===== src/rtl/sfei_pkg.sv =====
// shared constants, types and helpers for the sorted free extent insert block
`timescale 1ns / 1ps

package sfei_pkg;

   localparam int Entries      = 16;
   localparam int CountBits    = $clog2(Entries + 1);
   localparam int AddrBits     = 32;
   localparam int FieldBits    = 32;
   localparam int SizeBits     = 32;
   localparam int KindBits     = 2;
   localparam int CountOutBits = 5;
   localparam int ReqDataBits  = 64;
   localparam int RspDataBits  = 72;
   localparam int RspUserBits  = 3;

   localparam logic [KindBits-1:0] KindNone  = 2'd0;
   localparam logic [KindBits-1:0] KindLower = 2'd1;
   localparam logic [KindBits-1:0] KindUpper = 2'd2;
   localparam logic [KindBits-1:0] KindBoth  = 2'd3;

   typedef logic [AddrBits-1:0]  addr_type;
   typedef logic [SizeBits-1:0]  size_type;
   typedef logic [FieldBits-1:0] field_type;
   typedef logic [CountBits-1:0] count_type;
   typedef logic [Entries-1:0]   mask_type;

   typedef struct packed {
      logic load;
      logic scan;
      logic pick;
      logic commit;
   } cmd_type;

   typedef struct packed {
      logic rsp_busy;
   } status_type;

   function automatic addr_type to_addr(input field_type v);
      logic [FieldBits+AddrBits-1:0] wide;
      wide = {{AddrBits{1'b0}}, v};
      return wide[AddrBits-1:0];
   endfunction

   function automatic field_type from_addr(input addr_type a);
      logic [FieldBits+AddrBits-1:0] wide;
      wide = {{FieldBits{1'b0}}, a};
      return wide[FieldBits-1:0];
   endfunction

   // saturating sum of three sizes
   function automatic size_type sat_add3(input size_type a, input size_type b,
                                         input size_type c);
      logic [SizeBits+1:0] s;
      s = {2'b00, a} + {2'b00, b} + {2'b00, c};
      return (|s[SizeBits+1:SizeBits]) ? {SizeBits{1'b1}} : s[SizeBits-1:0];
   endfunction

endpackage


===== src/rtl/sfei_ctrl.sv =====
// controller: sequences load, scan, pick and commit for one item at a time
`timescale 1ns / 1ps

module sfei_ctrl (
   input  logic                 clock,
   input  logic                 reset,
   input  logic                 req_valid,
   output logic                 req_ready,
   input  sfei_pkg::status_type status,
   output sfei_pkg::cmd_type    cmd
);

   localparam logic [1:0] StIdle   = 2'd0;
   localparam logic [1:0] StScan   = 2'd1;
   localparam logic [1:0] StPick   = 2'd2;
   localparam logic [1:0] StCommit = 2'd3;

   logic [1:0] state_ff, state_in;

   always_comb begin
      state_in   = state_ff;
      cmd.load   = 1'b0;
      cmd.scan   = 1'b0;
      cmd.pick   = 1'b0;
      cmd.commit = 1'b0;
      unique case (state_ff)
         StIdle: begin
            cmd.load = req_valid;
            if (req_valid) begin
               state_in = StScan;
            end
         end
         StScan: begin
            cmd.scan = 1'b1;
            state_in = StPick;
         end
         StPick: begin
            cmd.pick = 1'b1;
            state_in = StCommit;
         end
         StCommit: begin
            // wait for the result register to drain
            if (!status.rsp_busy) begin
               cmd.commit = 1'b1;
               state_in   = StIdle;
            end
         end
         default: begin
            state_in = StIdle;
         end
      endcase
   end

   always_ff @(posedge clock) begin
      if (reset) begin
         state_ff <= StIdle;
      end else begin
         state_ff <= state_in;
      end
   end

   assign req_ready = state_ff == StIdle;

endmodule

===== config.mk =====
export PLATFORM = sky130hd
export DESIGN_NAME = sfei_ctrl
export DESIGN_NICKNAME = d
export VERILOG_FILES = /design/src/rtl/sfei_pkg.sv /design/src/rtl/sfei_ctrl.sv
export SDC_FILE = /design/constraint.sdc
export NUM_CORES = 1
export LEC_CHECK = 0
export BUFFER_PORTS_ARGS = -buffer_cell sky130_fd_sc_hd__buf_2
export CAP_MARGIN = 20
export CORE_AREA = 2 2 39 41
export CTS_BUF_LIST = sky130_fd_sc_hd__clkbuf_16
export DETAILED_ROUTE_END_ITERATION = 7
export DIE_AREA = 0 0 41 43
export GPL_TIMING_DRIVEN = 0
export SETUP_SLACK_MARGIN = 0.02
export SYNTH_ARGS = -nofsm -noshare
export SYNTH_HDL_FRONTEND = slang
export SYNTH_SLANG_ARGS = --single-unit

===== constraint.sdc =====
create_clock -name clock -period 1.3 [get_ports clock]
set_clock_uncertainty 0.1 [all_clocks]
set_input_delay 0.13 -clock clock [delete_from_list [all_inputs] [get_ports clock]]
set_output_delay 0.13 -clock clock [all_outputs]
set_load 0.02 [all_outputs]

==> impl_metrics.yaml <==
floorplan:
  dieArea_sq_mm: 0.001763
  die_h_microns: 43
  core_sq_mm: 0.001384
  start_util_pct: 12.30
  dieWidth_microns: 41
  fp-row-count: 14
  pin_count: 9
grt:
  antenna_found_initial: 0
  grt.total_usage_pct: 6.306
  first_global_vias: 171
  grt_pass1_wl_microns: 655
  grt_max_degree: 5
  grt_overflow: 0
clocking:
  cts.reportedPaths.clkPinSlew_ns: 0.03
  hold_buffers: 0
  clock-root-buffer: "clkbuf_16"
  cts_tree: "built"
  clockBufferDepth: 2
  clock_sinks: 2
  cts_buffers: 3
  ctsHtreeMaxLevel: 1
  clk-insertion-delay-late_ns: 0.22
yosys:
  synth_nets: 26
  synthesis.area_sq_um: 170.2
  syn_inst: 18
  synth.avg_cell_area_sq_um: 9.454
  synth-seq-cells: 2
  ys_types: 11
  ys.warnings.count: 0
  synth_seq_area_share_pct: 23.53
layout:
  nets: 41
  antenna_cells: 0
  utilization_pct: 27.22
  largest_reg_flops: 2
  drive_above_1_share_pct: 70.97
  final_cells: 47
  top_register: "state_ff"
  reg_top3: "state_ff x2"
  mostFrequentLayoutCells: "buf_2 (5), clkbuf_16 (3), buf_6 (3)"
  layout_commonest_cell: "buf_2"
  areaGrowthSynthToFinish_pct: 121.3
critical_path:
  critPathMaxFanout: 4
  path_class: "reg -> out"
  crit_arrival_ns: 1.05
  worst_setup_path_start_kind: "register"
  crit_path_start: "state_ff[1]"
  critPathRequiredTime_ns: 1.07
  r2r-start: "state_ff[1]"
  endpoint_kind: "primary output"
sta:
  period_share_pct: 98.46
  worst_slack_ns: 0.02002
  fin_crit_ns: 1.280
  relSlewSlack_pct: 85.43
  max_freq_mhz: 781.3
  final-setup-viol-count: 0
  rsz0062_at_grt: "yes"
  tightest_slew_ns: 0.2172
  hold_viol: 0
  report.final.slew_viol_count: 0
  holdWs_ns: 0.08387
detailed_routing:
  first_pass_iters: 4
  drc: 0
  wl_per_cell_microns: 8.617
  vias_per_cell: 3.617
  dr.first_iter.drc_count: 1
  wirelength_microns: 405
  vias: 170
  antenna_left: 0
outcome:
  status: "complete, no violations"
placement:
  dp_slack_ns: 0.02271
  dp.cells: 42
  finalWeightedCongestion: 0.5428
  port_buffers: 8
flow_run:
  cap_viol_max_count: 0
pwr:
  vdd_drop_max_v: 0.0008447
  p_leak_nw: 0.1734
  powerDensity_mw_per_mm2: 2555
min_path:
  hold_path_class: "in -> reg"
  holdCritStartpoint: "reset"
## metrics by stage
stage	power [mW]	instance area (sq um)	setup TNS, ns
after detailed placement	0.3864	232.7	0
after CTS	0.9798	376.6	0
after floorplan	0.3185	172.7	0
after global placement	0.3851	232.7	0
after global routing	1.037	376.6	-0.02636
final	0.9623	376.6	0
## worst max-delay path, cell delays in order, from the launching register on
cell     delay [ns]
dfxtp_4        0.36
inv_2          0.05
ha_4           0.16
and2_4         0.13
buf_6          0.12
## area by class of cell
class | instances | area [sq um]
Tap cell | 16 | 20.02
Fill cell | 150 | 1007
Inverter | 3 | 13.76
Clock buffer | 3 | 75.07
Multi-Input combinational cell | 13 | 146.4
Timing Repair Buffer | 10 | 73.82
Sequential cell | 2 | 47.55
## cells in the mapped netlist
library cell  number  area share (%)
nand2b_1           2             7.4
and2b_2            1             5.1
mux2i_1            1             5.9
inv_1              3             6.6
nor2_1             1             2.2
a211oi_1           1             4.4
o21a_1             1             4.4
and2_1             1             3.7
ha_1               4              29
dfxtp_1            2              24
a22oi_2            1             7.4
## kinds of logic after synthesis
logic type / Yosys count / share of synthesized area, %
muxes: 1 / 5.883
buffers and inverters: 3 / 6.617
adders and majority gates: 4 / 29.41
and+or+nand+nor: 5 / 18.38
DFF: 2 / 23.53
AOI/OAI and AO/OA: 3 / 16.18
## power breakdown
| group | internal [mW] | leakage [nW] | switching [mW] |
|---|---|---|---|
| clock network | 0.391 | 0.0370 | 0.0675 |
| logic | 0.183 | 0.119 | 0.182 |
| registers | 0.0978 | 0.0178 | 0.0405 |
| total | 0.672 | 0.173 | 0.290 |
## worst paths after layout
kind,end,slack (ns),cells past startpoint
worst max-delay path,cmd[3],0.02,4
worst min-delay path,state_ff[0],0.08,3
worst max register to register,state_ff[0],0.04,5
worst min register to register,state_ff[0],0.44,1
## repair_timing
item,in CTS,in global routing
setup buffers,2,0
resized for setup,17,0
endpoints found under the setup margin,4,4
pin swaps,2,0
## metal layers
| metal | vias to the layer above | global-route usage (%) | part of all wire, % |
|---|---|---|---|
| li1 | 85 | - | - |
| met1 | 76 | 5.732 | 38 |
| met2 | 9 | 8.438 | 49 |
| met3 | 0 | 6.283 | 13 |
| met4 | 0 | 4.000 | 0 |
| met5 | - | 0 | 0 |
No activity file was read; power rests on OpenSTA's default activity.
